### config.mk
export PLATFORM = sky130hd
export DESIGN_NAME = uart_transmit_receive_flat
export DESIGN_NICKNAME = d
export VERILOG_FILES = /design/src/rtl/utr_pkg.sv /design/src/rtl/utr_tick_if.sv /design/src/rtl/utr_status_if.sv /design/src/rtl/utr_tx.sv /design/src/rtl/utr_rx.sv /design/src/rtl/uart_transmit_receive.sv /design/src/flat_wrapper.sv
export SDC_FILE = /design/constraint.sdc
export NUM_CORES = 1
export LEC_CHECK = 0
export BUFFER_PORTS_ARGS = -buffer_cell sky130_fd_sc_hd__buf_2
export CORE_UTILIZATION = 35
export DETAILED_ROUTE_END_ITERATION = 6
export PLACE_DENSITY = 0.57
export SLEW_MARGIN = 25
export SYNTH_ARGS = -nofsm -noshare
export SYNTH_HDL_FRONTEND = slang
export SYNTH_SLANG_ARGS = --single-unit
### constraint.sdc
create_clock -name clk -period 6.1 [get_ports clk]
set_input_delay 0.61 -clock clk [delete_from_list [all_inputs] [get_ports clk]]
set_output_delay 0.61 -clock clk [all_outputs]
set_load 0.005 [all_outputs]
### src/rtl/utr_pkg.sv
`timescale 1ns / 1ps
`default_nettype none

package utr_pkg;

  // Fixed sizes of the serial engine.
  localparam int PERIOD_WIDTH  = 16;
  localparam int MAX_DATA_BITS = 8;
  localparam int MIN_DATA_BITS = 5;
  localparam int IDX_W         = 4;
  localparam int ADDR_W        = 4;
  localparam int DATA_W        = 32;

  // Register reset values.
  localparam logic [PERIOD_WIDTH-1:0] BIT_PERIOD_RST    = PERIOD_WIDTH'(16);
  localparam logic [IDX_W-1:0]        DATA_BITS_RST     = IDX_W'(7);
  localparam logic                    PARITY_ENABLE_RST = 1'b0;

  // Register indexes on the configuration port.
  typedef enum logic [1:0] {
    REG_BIT_PERIOD    = 2'd0,
    REG_DATA_BITS     = 2'd1,
    REG_PARITY_ENABLE = 2'd2
  } reg_index_t;

  // Frame phase of either direction.
  typedef enum logic [1:0] {
    PH_IDLE  = 2'd0,
    PH_START = 2'd1,
    PH_DATA  = 2'd2
  } phase_t;

  // Effective configuration, already clamped.
  typedef struct packed {
    logic [PERIOD_WIDTH-1:0] period;
    logic [IDX_W-1:0]        bits;
    logic                    parity;
  } cfg_t;

  typedef struct packed {
    logic level;
    logic busy;
  } tx_out_t;

  typedef struct packed {
    logic                     valid;
    logic [MAX_DATA_BITS-1:0] data;
    logic                     parity_bit;
    logic                     error;
  } rx_out_t;

  // Mask that keeps the low data bits of a byte.
  function automatic logic [MAX_DATA_BITS-1:0] data_mask(input logic [IDX_W-1:0] bits);
    logic [MAX_DATA_BITS:0] full;
    full = ((MAX_DATA_BITS+1)'(1) << bits) - (MAX_DATA_BITS+1)'(1);
    return full[MAX_DATA_BITS-1:0];
  endfunction

endpackage

`default_nettype wire

### src/rtl/utr_tick_if.sv
`timescale 1ns / 1ps
`default_nettype none

interface utr_tick_if;
  logic       valid;
  logic       ready;
  logic       rx_level;
  logic       send_request;
  logic [7:0] send_byte;

  modport source (output valid, rx_level, send_request, send_byte, input ready);
  modport sink   (input valid, rx_level, send_request, send_byte, output ready);
endinterface

`default_nettype wire

### src/rtl/utr_status_if.sv
`timescale 1ns / 1ps
`default_nettype none

interface utr_status_if;
  logic       valid;
  logic       ready;
  logic       tx_level;
  logic       tx_busy;
  logic       rx_valid;
  logic [7:0] rx_byte;
  logic       rx_parity_bit;
  logic       parity_error;

  modport source (output valid, tx_level, tx_busy, rx_valid, rx_byte, rx_parity_bit,
                  parity_error, input ready);
  modport sink   (input valid, tx_level, tx_busy, rx_valid, rx_byte, rx_parity_bit,
                  parity_error, output ready);
endinterface

`default_nettype wire

### src/rtl/utr_tx.sv
`timescale 1ns / 1ps
`default_nettype none

module utr_tx (
  input  wire logic              clk,
  input  wire logic              rst,
  input  wire logic              step,
  input  wire logic              send_request,
  input  wire logic [7:0]        send_byte,
  input  wire utr_pkg::cfg_t     cfg,
  output utr_pkg::tx_out_t       tx_out
);
  import utr_pkg::*;

  phase_t                   phase, phase_next;
  logic [MAX_DATA_BITS:0]   shift, shift_next;
  logic [IDX_W-1:0]         bit_index, bit_index_next;
  logic [PERIOD_WIDTH-1:0]  tick_count, tick_count_next;
  logic [MAX_DATA_BITS-1:0] load_data;
  logic [IDX_W-1:0]         index_m1;

  assign load_data = send_byte & data_mask(cfg.bits);
  assign index_m1  = bit_index_next - IDX_W'(1);

  // Advance the running frame, then start a new one if the line is free.
  always_comb begin
    phase_next      = phase;
    shift_next      = shift;
    bit_index_next  = bit_index;
    tick_count_next = tick_count;
    if (phase != PH_IDLE) begin
      tick_count_next = tick_count + PERIOD_WIDTH'(1);
      if (tick_count_next >= cfg.period) begin
        tick_count_next = '0;
        bit_index_next  = bit_index + IDX_W'(1);
        if (bit_index_next > cfg.bits + IDX_W'(2)) begin
          phase_next     = PH_IDLE;
          bit_index_next = '0;
        end
      end
    end
    if (phase_next == PH_IDLE && send_request) begin
      shift_next      = {cfg.parity & (^load_data), load_data};
      phase_next      = PH_START;
      bit_index_next  = '0;
      tick_count_next = '0;
    end
  end

  // Line level for this tick: start, data, parity slot, then stop.
  always_comb begin
    tx_out.busy  = (phase_next != PH_IDLE);
    tx_out.level = 1'b1;
    if (phase_next != PH_IDLE) begin
      priority if (bit_index_next == '0) begin
        tx_out.level = 1'b0;
      end else if (bit_index_next <= cfg.bits) begin
        tx_out.level = shift_next[index_m1[2:0]];
      end else if (bit_index_next == cfg.bits + IDX_W'(1)) begin
        tx_out.level = shift_next[MAX_DATA_BITS];
      end else begin
        tx_out.level = 1'b1;
      end
    end
  end

  always_ff @(posedge clk) begin
    if (rst) begin
      phase      <= PH_IDLE;
      shift      <= '0;
      bit_index  <= '0;
      tick_count <= '0;
    end else if (step) begin
      phase      <= phase_next;
      shift      <= shift_next;
      bit_index  <= bit_index_next;
      tick_count <= tick_count_next;
    end
  end

endmodule

`default_nettype wire

### src/rtl/utr_rx.sv
`timescale 1ns / 1ps
`default_nettype none

module utr_rx (
  input  wire logic          clk,
  input  wire logic          rst,
  input  wire logic          step,
  input  wire logic          rx_level,
  input  wire utr_pkg::cfg_t cfg,
  output utr_pkg::rx_out_t   rx_out
);
  import utr_pkg::*;

  phase_t                   phase, phase_next;
  logic [MAX_DATA_BITS:0]   shift, shift_next;
  logic [IDX_W-1:0]         bit_index, bit_index_next;
  logic [PERIOD_WIDTH-1:0]  tick_count, tick_count_next;
  logic [PERIOD_WIDTH-1:0]  count_dec;
  logic [PERIOD_WIDTH-1:0]  half;
  logic                     prev_level;
  logic                     sample;
  logic                     frame_done;
  logic [MAX_DATA_BITS-1:0] frame_data;

  assign half       = cfg.period >> 1;
  assign count_dec  = (tick_count != '0) ? tick_count - PERIOD_WIDTH'(1) : '0;
  assign sample     = (phase != PH_IDLE) && (count_dec == '0);
  assign frame_done = sample && (phase == PH_DATA) && (bit_index > cfg.bits);
  assign frame_data = shift[MAX_DATA_BITS-1:0] & data_mask(cfg.bits);

  // Next state: hunt for a start edge, then sample at each mid-bit.
  always_comb begin
    phase_next      = phase;
    shift_next      = shift;
    bit_index_next  = bit_index;
    tick_count_next = tick_count;
    if (phase == PH_IDLE) begin
      if (prev_level && !rx_level) begin
        shift_next     = '0;
        bit_index_next = '0;
        if (half == '0) begin
          phase_next      = PH_DATA;
          tick_count_next = cfg.period;
        end else begin
          phase_next      = PH_START;
          tick_count_next = half;
        end
      end
    end else begin
      tick_count_next = count_dec;
      if (sample) begin
        tick_count_next = cfg.period;
        priority if (phase == PH_START) begin
          phase_next     = PH_DATA;
          bit_index_next = '0;
        end else if (bit_index < cfg.bits) begin
          shift_next[bit_index[2:0]] = shift[bit_index[2:0]] | rx_level;
          bit_index_next             = bit_index + IDX_W'(1);
        end else if (bit_index == cfg.bits) begin
          shift_next[MAX_DATA_BITS] = rx_level;
          bit_index_next            = bit_index + IDX_W'(1);
        end else begin
          phase_next      = PH_IDLE;
          bit_index_next  = '0;
          tick_count_next = '0;
        end
      end
    end
  end

  // Report a finished frame; all fields read zero otherwise.
  always_comb begin
    rx_out.valid      = frame_done;
    rx_out.data       = frame_done ? frame_data : '0;
    rx_out.parity_bit = frame_done & shift[MAX_DATA_BITS];
    rx_out.error      = frame_done & cfg.parity & ((^frame_data) ^ shift[MAX_DATA_BITS]);
  end

  always_ff @(posedge clk) begin
    if (rst) begin
      phase      <= PH_IDLE;
      shift      <= '0;
      bit_index  <= '0;
      tick_count <= '0;
      prev_level <= 1'b1;
    end else if (step) begin
      phase      <= phase_next;
      shift      <= shift_next;
      bit_index  <= bit_index_next;
      tick_count <= tick_count_next;
      prev_level <= rx_level;
    end
  end

endmodule

`default_nettype wire

### src/rtl/uart_transmit_receive.sv
`timescale 1ns / 1ps
`default_nettype none
// An item accepted on the tick channel goes through the input register, then the
// result register. Throughput: one item per cycle unless the status channel stalls;
// each register holds one item, and the serial state advances once per item moved on.
// Reset is synchronous and active high: both lines go idle, registers take their
// defaults (bit_period 16, data_bits 7, parity off) and both channels empty.
module uart_transmit_receive (
  input  wire logic                      clk,
  input  wire logic                      rst,
  utr_tick_if.sink                       tick,
  utr_status_if.source                   status,
  input  wire logic                      psel,
  input  wire logic                      penable,
  input  wire logic                      pwrite,
  input  wire logic [utr_pkg::ADDR_W-1:0] paddr,
  input  wire logic [utr_pkg::DATA_W-1:0] pwdata,
  output logic [utr_pkg::DATA_W-1:0]     prdata,
  output logic                           pready
);
  import utr_pkg::*;

  logic [PERIOD_WIDTH-1:0] bit_period;
  logic [IDX_W-1:0]        data_bits;
  logic                    parity_enable;
  cfg_t                    cfg;
  reg_index_t              reg_sel;
  logic                    cfg_write;

  logic       s1_valid;
  logic       s1_rx_level;
  logic       s1_send_request;
  logic [7:0] s1_send_byte;
  logic       out_valid;
  logic       step;
  tx_out_t    tx_out;
  rx_out_t    rx_out;

  // Configuration port.
  assign pready    = 1'b1;
  assign reg_sel   = reg_index_t'(paddr[ADDR_W-1:2]);
  assign cfg_write = psel && penable && pwrite && pready;

  always_ff @(posedge clk) begin
    if (rst) begin
      bit_period    <= BIT_PERIOD_RST;
      data_bits     <= DATA_BITS_RST;
      parity_enable <= PARITY_ENABLE_RST;
    end else if (cfg_write) begin
      unique case (reg_sel)
        REG_BIT_PERIOD:    bit_period    <= pwdata[PERIOD_WIDTH-1:0];
        REG_DATA_BITS:     data_bits     <= pwdata[IDX_W-1:0];
        REG_PARITY_ENABLE: parity_enable <= pwdata[0];
        default: ;
      endcase
    end
  end

  always_comb begin
    unique case (reg_sel)
      REG_BIT_PERIOD:    prdata = DATA_W'(bit_period);
      REG_DATA_BITS:     prdata = DATA_W'(data_bits);
      REG_PARITY_ENABLE: prdata = DATA_W'(parity_enable);
      default:           prdata = '0;
    endcase
  end

  // Effective settings: a zero period acts as one, data bits are clamped.
  always_comb begin
    cfg.period = (bit_period == '0) ? PERIOD_WIDTH'(1) : bit_period;
    priority if (data_bits < IDX_W'(MIN_DATA_BITS)) begin
      cfg.bits = IDX_W'(MIN_DATA_BITS);
    end else if (data_bits > IDX_W'(MAX_DATA_BITS)) begin
      cfg.bits = IDX_W'(MAX_DATA_BITS);
    end else begin
      cfg.bits = data_bits;
    end
    cfg.parity = parity_enable;
  end

  // Two-entry pipeline: the input item moves on whenever the result slot frees.
  assign step       = s1_valid && (!out_valid || status.ready);
  assign tick.ready = !s1_valid || step;

  always_ff @(posedge clk) begin
    if (rst) begin
      s1_valid <= 1'b0;
    end else if (tick.ready) begin
      s1_valid <= tick.valid;
    end
  end

  always_ff @(posedge clk) begin
    if (tick.valid && tick.ready) begin
      s1_rx_level     <= tick.rx_level;
      s1_send_request <= tick.send_request;
      s1_send_byte    <= tick.send_byte;
    end
  end

  utr_tx u_tx (
    .clk          (clk),
    .rst          (rst),
    .step         (step),
    .send_request (s1_send_request),
    .send_byte    (s1_send_byte),
    .cfg          (cfg),
    .tx_out       (tx_out)
  );

  utr_rx u_rx (
    .clk      (clk),
    .rst      (rst),
    .step     (step),
    .rx_level (s1_rx_level),
    .cfg      (cfg),
    .rx_out   (rx_out)
  );

  // Result register.
  always_ff @(posedge clk) begin
    if (rst) begin
      out_valid <= 1'b0;
    end else if (step) begin
      out_valid <= 1'b1;
    end else if (status.ready) begin
      out_valid <= 1'b0;
    end
  end

  always_ff @(posedge clk) begin
    if (step) begin
      status.tx_level      <= tx_out.level;
      status.tx_busy       <= tx_out.busy;
      status.rx_valid      <= rx_out.valid;
      status.rx_byte       <= rx_out.data;
      status.rx_parity_bit <= rx_out.parity_bit;
      status.parity_error  <= rx_out.error;
    end
  end

  assign status.valid = out_valid;

  // An idle transmitter always shows a high line.
  a_idle_line_high: assert property (@(posedge clk) disable iff (rst)
    status.valid && !status.tx_busy |-> status.tx_level)
    else $error("transmit line low while transmitter idle");

  // Without a finished frame the receive fields read zero.
  a_no_frame_zero: assert property (@(posedge clk) disable iff (rst)
    status.valid && !status.rx_valid |->
      status.rx_byte == '0 && !status.rx_parity_bit && !status.parity_error)
    else $error("receive fields set without a finished frame");

  // An empty result slot never stalls the tick channel.
  a_ready_when_empty: assert property (@(posedge clk) disable iff (rst)
    !out_valid |-> tick.ready)
    else $error("tick channel stalled with empty result slot");

  // Every item that moves on shows up as a result in the next cycle.
  a_step_gives_result: assert property (@(posedge clk) disable iff (rst)
    step |=> out_valid)
    else $error("item lost between input and result register");

endmodule

`default_nettype wire
### src/flat_wrapper.sv
// flat-port wrapper written by rule: the top's interface ports become plain ports
module uart_transmit_receive_flat import utr_pkg::*;
  (clk, rst, psel, penable, pwrite, paddr, pwdata, prdata, pready, tick_valid, tick_rx_level, tick_send_request, tick_send_byte, tick_ready, status_valid, status_tx_level, status_tx_busy, status_rx_valid, status_rx_byte, status_rx_parity_bit, status_parity_error, status_ready);
  utr_tick_if tick_i ();
  utr_status_if status_i ();
  input  wire logic clk;
  input  wire logic rst;
  input  wire logic psel;
  input  wire logic penable;
  input  wire logic pwrite;
  input  wire logic [utr_pkg::ADDR_W-1:0] paddr;
  input  wire logic [utr_pkg::DATA_W-1:0] pwdata;
  output logic [utr_pkg::DATA_W-1:0] prdata;
  output logic pready;
  input wire logic [$bits(tick_i.valid)-1:0] tick_valid;
  input wire logic [$bits(tick_i.rx_level)-1:0] tick_rx_level;
  input wire logic [$bits(tick_i.send_request)-1:0] tick_send_request;
  input wire logic [$bits(tick_i.send_byte)-1:0] tick_send_byte;
  output wire logic [$bits(tick_i.ready)-1:0] tick_ready;
  output wire logic [$bits(status_i.valid)-1:0] status_valid;
  output wire logic [$bits(status_i.tx_level)-1:0] status_tx_level;
  output wire logic [$bits(status_i.tx_busy)-1:0] status_tx_busy;
  output wire logic [$bits(status_i.rx_valid)-1:0] status_rx_valid;
  output wire logic [$bits(status_i.rx_byte)-1:0] status_rx_byte;
  output wire logic [$bits(status_i.rx_parity_bit)-1:0] status_rx_parity_bit;
  output wire logic [$bits(status_i.parity_error)-1:0] status_parity_error;
  input wire logic [$bits(status_i.ready)-1:0] status_ready;
  assign tick_i.valid = tick_valid;
  assign tick_i.rx_level = tick_rx_level;
  assign tick_i.send_request = tick_send_request;
  assign tick_i.send_byte = tick_send_byte;
  assign tick_ready = tick_i.ready;
  assign status_valid = status_i.valid;
  assign status_tx_level = status_i.tx_level;
  assign status_tx_busy = status_i.tx_busy;
  assign status_rx_valid = status_i.rx_valid;
  assign status_rx_byte = status_i.rx_byte;
  assign status_rx_parity_bit = status_i.rx_parity_bit;
  assign status_parity_error = status_i.parity_error;
  assign status_i.ready = status_ready;
  uart_transmit_receive u_core (.clk(clk), .rst(rst), .tick(tick_i), .status(status_i), .psel(psel), .penable(penable), .pwrite(pwrite), .paddr(paddr), .pwdata(pwdata), .prdata(prdata), .pready(pready));
endmodule
==> metrics.yaml, run 1 <==
critical_path:
  critPathKind: "reg2reg"
  cp-endpoint: "u_core.status.tx_level"
  start_kind: "register"
  worstPathRequired_ns: 6.23
  crit_start: "u_core.u_tx.tick_count[0]"
  path_max_fanout: 8
  r2r_end: "u_core.status.tx_level"
  critical_path_arrival_ns: 5.70
  crit-reg2reg-launch: "u_core.u_tx.tick_count[0]"
  worstRegToRegCells: 19
  rrSetupSlack_ns: 0.53
  end_kind: "register"
yosys:
  synth_edf_count: 23
  synth_seq_area_share: 0.3486
  ys.flop_type: "dfxtp_1"
  synthCells: 839
  async_flop_share: 0
  syn-cell-area_um2: 6920
  yosys.area.top_type: "dfxtp_1"
  synthTopCellsByArea: "dfxtp_1, edfxtp_1, ha_1, nand2_1, a21oi_1"
  avgSynthCellArea_um2: 8.248
  synth_cell_types: 76
  synth-seq-cells: 109
  synth.yosys.warnings: 0
  synth_top_area_share: 0.2488
place:
  port_buffers: 65
  dp_hpwl_um: 12990
  place_inst: 1132
  post_dp_cell_area_um2: 7408
  post-place-ws_ns: 0.5891
  finalWeightedCongestion: 0.8772
clock_tree:
  cts.clk_slew.worst_paths_ns: 0.08
  cts_buffers: 9
  htreeDepth: 3
  postCtsSetupBuffers: 0
  hold_buffers: 0
  cts.sinks: 109
  cts_tree: "yes"
  clkLatencyLatePin_ns: 0.37
  clock-root-buffer: "clkbuf_16"
  post_cts_resized: 0
  clock_path_buffers: 2
timing:
  setup_violations: 0
  final_max_slew_viol_count: 0
  fmax_ghz: 0.1795
  slew_headroom: 0.5000
  post-route-period-util: 0.9134
  setup_tns_ns: 0
  finalCriticalPeriod_ns: 5.571
  whs_ns: 0.4152
  rsz0062_at_grt: "false"
  fin_skew_ns: 0.01123
  final_hold_viol_count: 0
  worst_slack_ns: 0.5285
  tightest_slew_ns: 0.7484
grt:
  grtUsageTotal: 0.1862
  grt_pass1_vias: 5677
  gr-total-overflow: 0
  grt_first_pass_wirelength_um: 29530
  antenna_found_initial: 0
  grt_max_degree: 35
final_layout:
  num_antenna_cells: 0
  drive_gt1_frac: 0.1325
  fillers: 2041
  final_common_cell: "nand2_1"
  fin_area_um2: 7719
  syn2layout_area_growth_pct: 11.53
  layout.nets: 970
  fin_cells: 1148
  post-route-util: 0.3979
  layout_common_cells: "nand2_1, dfxtp_1, nor2_1"
floorplan:
  initial_utilization: 0.3567
  die_x_um: 142.6
  ios: 101
  rows: 51
  die_h_um: 142.6
  die_area_um2: 20340
  core-area_um2: 19400
pwr:
  p_per_area_nw_per_um2: 213.2
  seqPwrFrac: 0.473
  power_frac_clock: 0.371
  power_switching_share: 0.2883
  power.switching_mw: 0.4744
  totalPowerFinal_mw: 1.645
  power.internal_mw: 1.171
  cellLeakagePower_nw: 2.976
  combinationalPowerShare: 0.157
  ir_drop_mv: 0.1377
min_path:
  hp-class: "in2reg"
drt:
  ant_nets: 0
  wl_per_cell_um: 15.65
  routed_via_density: 5.287
  drt_iter0_drc: 482
  drc_errors: 0
  routed_wl_um: 17960
  drt-pass1-iter-count: 5
  vias: 6070
run:
  maxCapViolations: 0
run_status:
  outcome: "completed"
## kinds of logic after synthesis
| group | after synthesis | share of synthesized area |
|---|---|---|
| other | 2 | 0.001085 |
| AOI/OAI and AO/OA | 192 | 0.1839 |
| adders and majority gates | 40 | 0.07196 |
| muxes | 23 | 0.03399 |
| and+or+nand+nor | 334 | 0.2452 |
| xor gates and xnor gates | 39 | 0.05135 |
| DFF | 109 | 0.3486 |
| buffers and inverters | 100 | 0.06400 |
## cell usage after synthesis, drive strengths merged, types with 19 or more instances
master	n
xnor2	24
dfxtp	86
mux2i	19
edfxtp	23
nand3	24
a21oi	66
inv	39
buf	22
nor3	38
clkbuf	39
o21ai	41
nor2	84
ha	39
nand2	90
## routing by layer
metal | part of all wire | up-vias | global-route usage
li1 | - | 3058 | -
met2 | 0.44 | 147 | 0.2951
met4 | 0.019 | 0 | 0.05942
met3 | 0.041 | 18 | 0.03823
met1 | 0.50 | 2847 | 0.2521
met5 | 0 | - | 0
## power groups by stage
| stage | Combinational [mW] | Sequential (mW) | Clock, mW |
|---|---|---|---|
| 3_5_place_dp | 0.255 | 0.794 | 0 |
| 6_report | 0.258 | 0.778 | 0.610 |
| 4_1_cts | 0.256 | 0.777 | 0.629 |
| 3_3_place_gp | 0.254 | 0.794 | 0 |
| 2_1_floorplan | 0.199 | 0.787 | 0 |
| 5_1_grt | 0.287 | 0.781 | 0.653 |
## registers in the layout (all words and copies together), names as in the netlist, 2 cells and up
signal,count
u_core.bit_period,16
u_core.u_rx.tick_count,16
u_core.u_tx.tick_count,16
u_core.u_rx.shift,9
u_core.u_tx.shift,9
u_core.s1_send_byte,8
u_core.status.rx_byte,8
u_core.data_bits,4
u_core.u_rx.bit_index,4
u_core.u_tx.bit_index,4
u_core.u_rx.phase,2
u_core.u_tx.phase,2
## worst min path at each step
stage                                      start  slack (ns)                      to  depth (start not counted)
after floorplan             u_core.u_tx.shift[8]        0.43    u_core.u_tx.shift[8]                          2
after global placement    u_core.u_rx.prev_level        0.45  u_core.u_rx.prev_level                          2
after detailed placement    u_core.u_tx.shift[8]        0.45    u_core.u_tx.shift[8]                          2
after CTS                      tick_send_byte[0]        0.40  u_core.s1_send_byte[0]                          1
after global routing           tick_send_byte[4]        0.40  u_core.s1_send_byte[4]                          1
final                          tick_send_byte[0]        0.42  u_core.s1_send_byte[0]                          1
## worst max-delay path: stages (launching register included)
cell       delay (ns)
dfxtp_1          0.48
ha_1             0.33
and3_1           0.28
and3_1           0.26
and3_1           0.25
and3_1           0.23
xor2_1           0.19
ha_1             0.27
nand4_1          0.14
nor3_1           0.11
a2111oi_4        0.58
and2_0           0.41
o22a_1           0.24
nand2_1          0.10
ha_1             0.47
mux2_2           0.37
nand2_1          0.06
o211ai_1         0.10
a41o_1           0.27
a31o_2           0.21
## cell type report
| cell class | instances | area, µm² | share of cell area |
|---|---|---|---|
| multi-input cells | 647 | 4146 | 0.5372 |
| flip-flops and latches | 109 | 2412 | 0.3125 |
| repair buffers | 72 | 377.9 | 0.04895 |
| well taps | 265 | 331.6 | 0.04296 |
| clock buffers | 11 | 264.0 | 0.03420 |
| inverters | 39 | 146.4 | 0.01897 |
| clock inverters | 5 | 40.04 | 0.005187 |
Power figures use the tool's default switching activity.
==> run 2: changes to the inputs <==
- CELL_PAD_IN_SITES_DETAIL_PLACEMENT: default -> 0
- CELL_PAD_IN_SITES_GLOBAL_PLACEMENT: default -> 1
- GPL_ROUTABILITY_DRIVEN: default -> 1
- PLACE_DENSITY: 0.57 -> 0.72
- TNS_END_PERCENT: default -> 5
==> metrics.yaml, run 2 (same netlist as run 1, synthesis figures left out) <==
run_status:
  outcome: "completed"
run:
  maxCapViolations: 0
min_path:
  hp-class: "in2reg"
place:
  place_inst: 1133
  dp_hpwl_um: 13130
  finalWeightedCongestion: 0.8704
  post-place-ws_ns: 0.6478
  port_buffers: 65
floorplan:
  die_x_um: 142.6
  ios: 101
  initial_utilization: 0.3567
  core-area_um2: 19400
  rows: 51
  die_area_um2: 20340
  die_h_um: 142.6
final_layout:
  layout.nets: 971
  fin_cells: 1149
  top_regs: "u_core.bit_period x16, u_core.u_rx.tick_count x16, u_core.u_tx.tick_count x16"
  drive_gt1_frac: 0.1335
  layout_common_cells: "nand2_1, dfxtp_1, nor2_1"
  num_antenna_cells: 0
  post-route-util: 0.3980
  syn2layout_area_growth_pct: 11.57
  final_common_cell: "nand2_1"
grt:
  grt_first_pass_wirelength_um: 29780
  gr-total-overflow: 0
  grtUsageTotal: 0.1865
  antenna_found_initial: 0
  grt_max_degree: 35
  grt_pass1_vias: 5591
timing:
  tightest_slew_ns: 0.7535
  slew_headroom: 0.4847
  fmax_ghz: 0.1821
  final_hold_viol_count: 0
  whs_ns: 0.4234
  setup_tns_ns: 0
  finalCriticalPeriod_ns: 5.493
  worst_slack_ns: 0.6070
  post-route-period-util: 0.9005
  fin_skew_ns: 0.01512
  setup_violations: 0
  final_max_slew_viol_count: 0
  rsz0062_at_grt: "false"
clock_tree:
  cts_buffers: 9
  cts_tree: "yes"
  postCtsSetupBuffers: 0
  post_cts_resized: 0
  clock_path_buffers: 2
  clkLatencyLatePin_ns: 0.37
  hold_buffers: 0
  clock-root-buffer: "clkbuf_16"
  cts.sinks: 109
  htreeDepth: 3
  cts.clk_slew.worst_paths_ns: 0.08
drt:
  routed_via_density: 5.278
  routed_wl_um: 18160
  wl_per_cell_um: 15.81
  ant_nets: 0
  drt-pass1-iter-count: 5
  vias: 6064
  drc_errors: 0
  drt_iter0_drc: 343
critical_path:
  crit_family: "simple AND/OR/NAND/NOR gates"
  end_kind: "register"
  critPathKind: "reg2reg"
  cpPeakStageDelay_ns: 0.56
  cpMaxStageDelayCell: "a2111oi_4"
  cp_num_buf_inv: 0
  critical_path_arrival_ns: 5.61
  crit_path_frequent_cell: "and3_1"
  path_max_fanout: 8
  cp_cell_sequence: "ha_1, and3_1, and3_1, and3_1, and3_1, xor2_1, ha_1, nand4_1, nor3_1, a2111oi_4, and2_0, o22a_1, nand2_1, ha_1, mux2_2, nand2_1, o211ai_1, a41o_1, a31o_2"
  worstPathRequired_ns: 6.22
  start_kind: "register"
pwr:
  combinationalPowerShare: 0.157
  power.switching_mw: 0.4793
  power_switching_share: 0.2917
  cellLeakagePower_nw: 2.985
  seqPwrFrac: 0.473
  ir_drop_mv: 0.1360
  power_frac_clock: 0.369
  p_per_area_nw_per_um2: 212.8
  power.internal_mw: 1.164
[run 2: power by group through the flow]
stage               Clock (mW)  Sequential, mW  Combinational [mW]
detailed placement           0           0.794               0.257
floorplan                    0           0.787               0.199
global placement             0           0.794               0.257
global route             0.647           0.781               0.287
CTS                      0.624           0.778               0.259
finish                   0.607           0.777               0.259
[run 2: area by class of cell]
type                            count  area, µm²
Sequential cell                   109       2412
Inverter                           39      146.4
Timing Repair Buffer               73      385.4
Clock inverter                      6      48.80
Multi-Input combinational cell    647       4146
Fill cell                        2061      11680
Tap cell                          265      331.6
Clock buffer                       10      250.2
[run 2: layer usage]
| layer | track usage | part of all wire | vias up |
|---|---|---|---|
| li1 | - | - | 3069 |
| met1 | 0.2549 | 0.49 | 2847 |
| met2 | 0.2995 | 0.45 | 136 |
| met3 | 0.04158 | 0.046 | 12 |
| met4 | 0.03848 | 0.0086 | 0 |
| met5 | 0 | 0 | - |
[run 2: path summary, 6_finish.rpt]
path	startpoint	to	slack, ns	depth (start not counted)
min	tick_send_byte[3]	u_core.s1_send_byte[3]	0.42	1
max reg2reg	u_core.u_tx.tick_count[0]	u_core.status.tx_level	0.61	19
max	u_core.u_tx.tick_count[0]	u_core.status.tx_level	0.61	19
min reg2reg	u_core.u_tx.shift[8]	u_core.u_tx.shift[8]	0.46	2
[run 2: per-stage QoR]
step           total power, mW  cell area [µm²]
5_1_grt                  1.714             7721
2_1_floorplan           0.9856             6984
3_3_place_gp             1.051             7412
3_5_place_dp             1.051             7416
6_report                 1.643             7721
4_1_cts                  1.661             7715
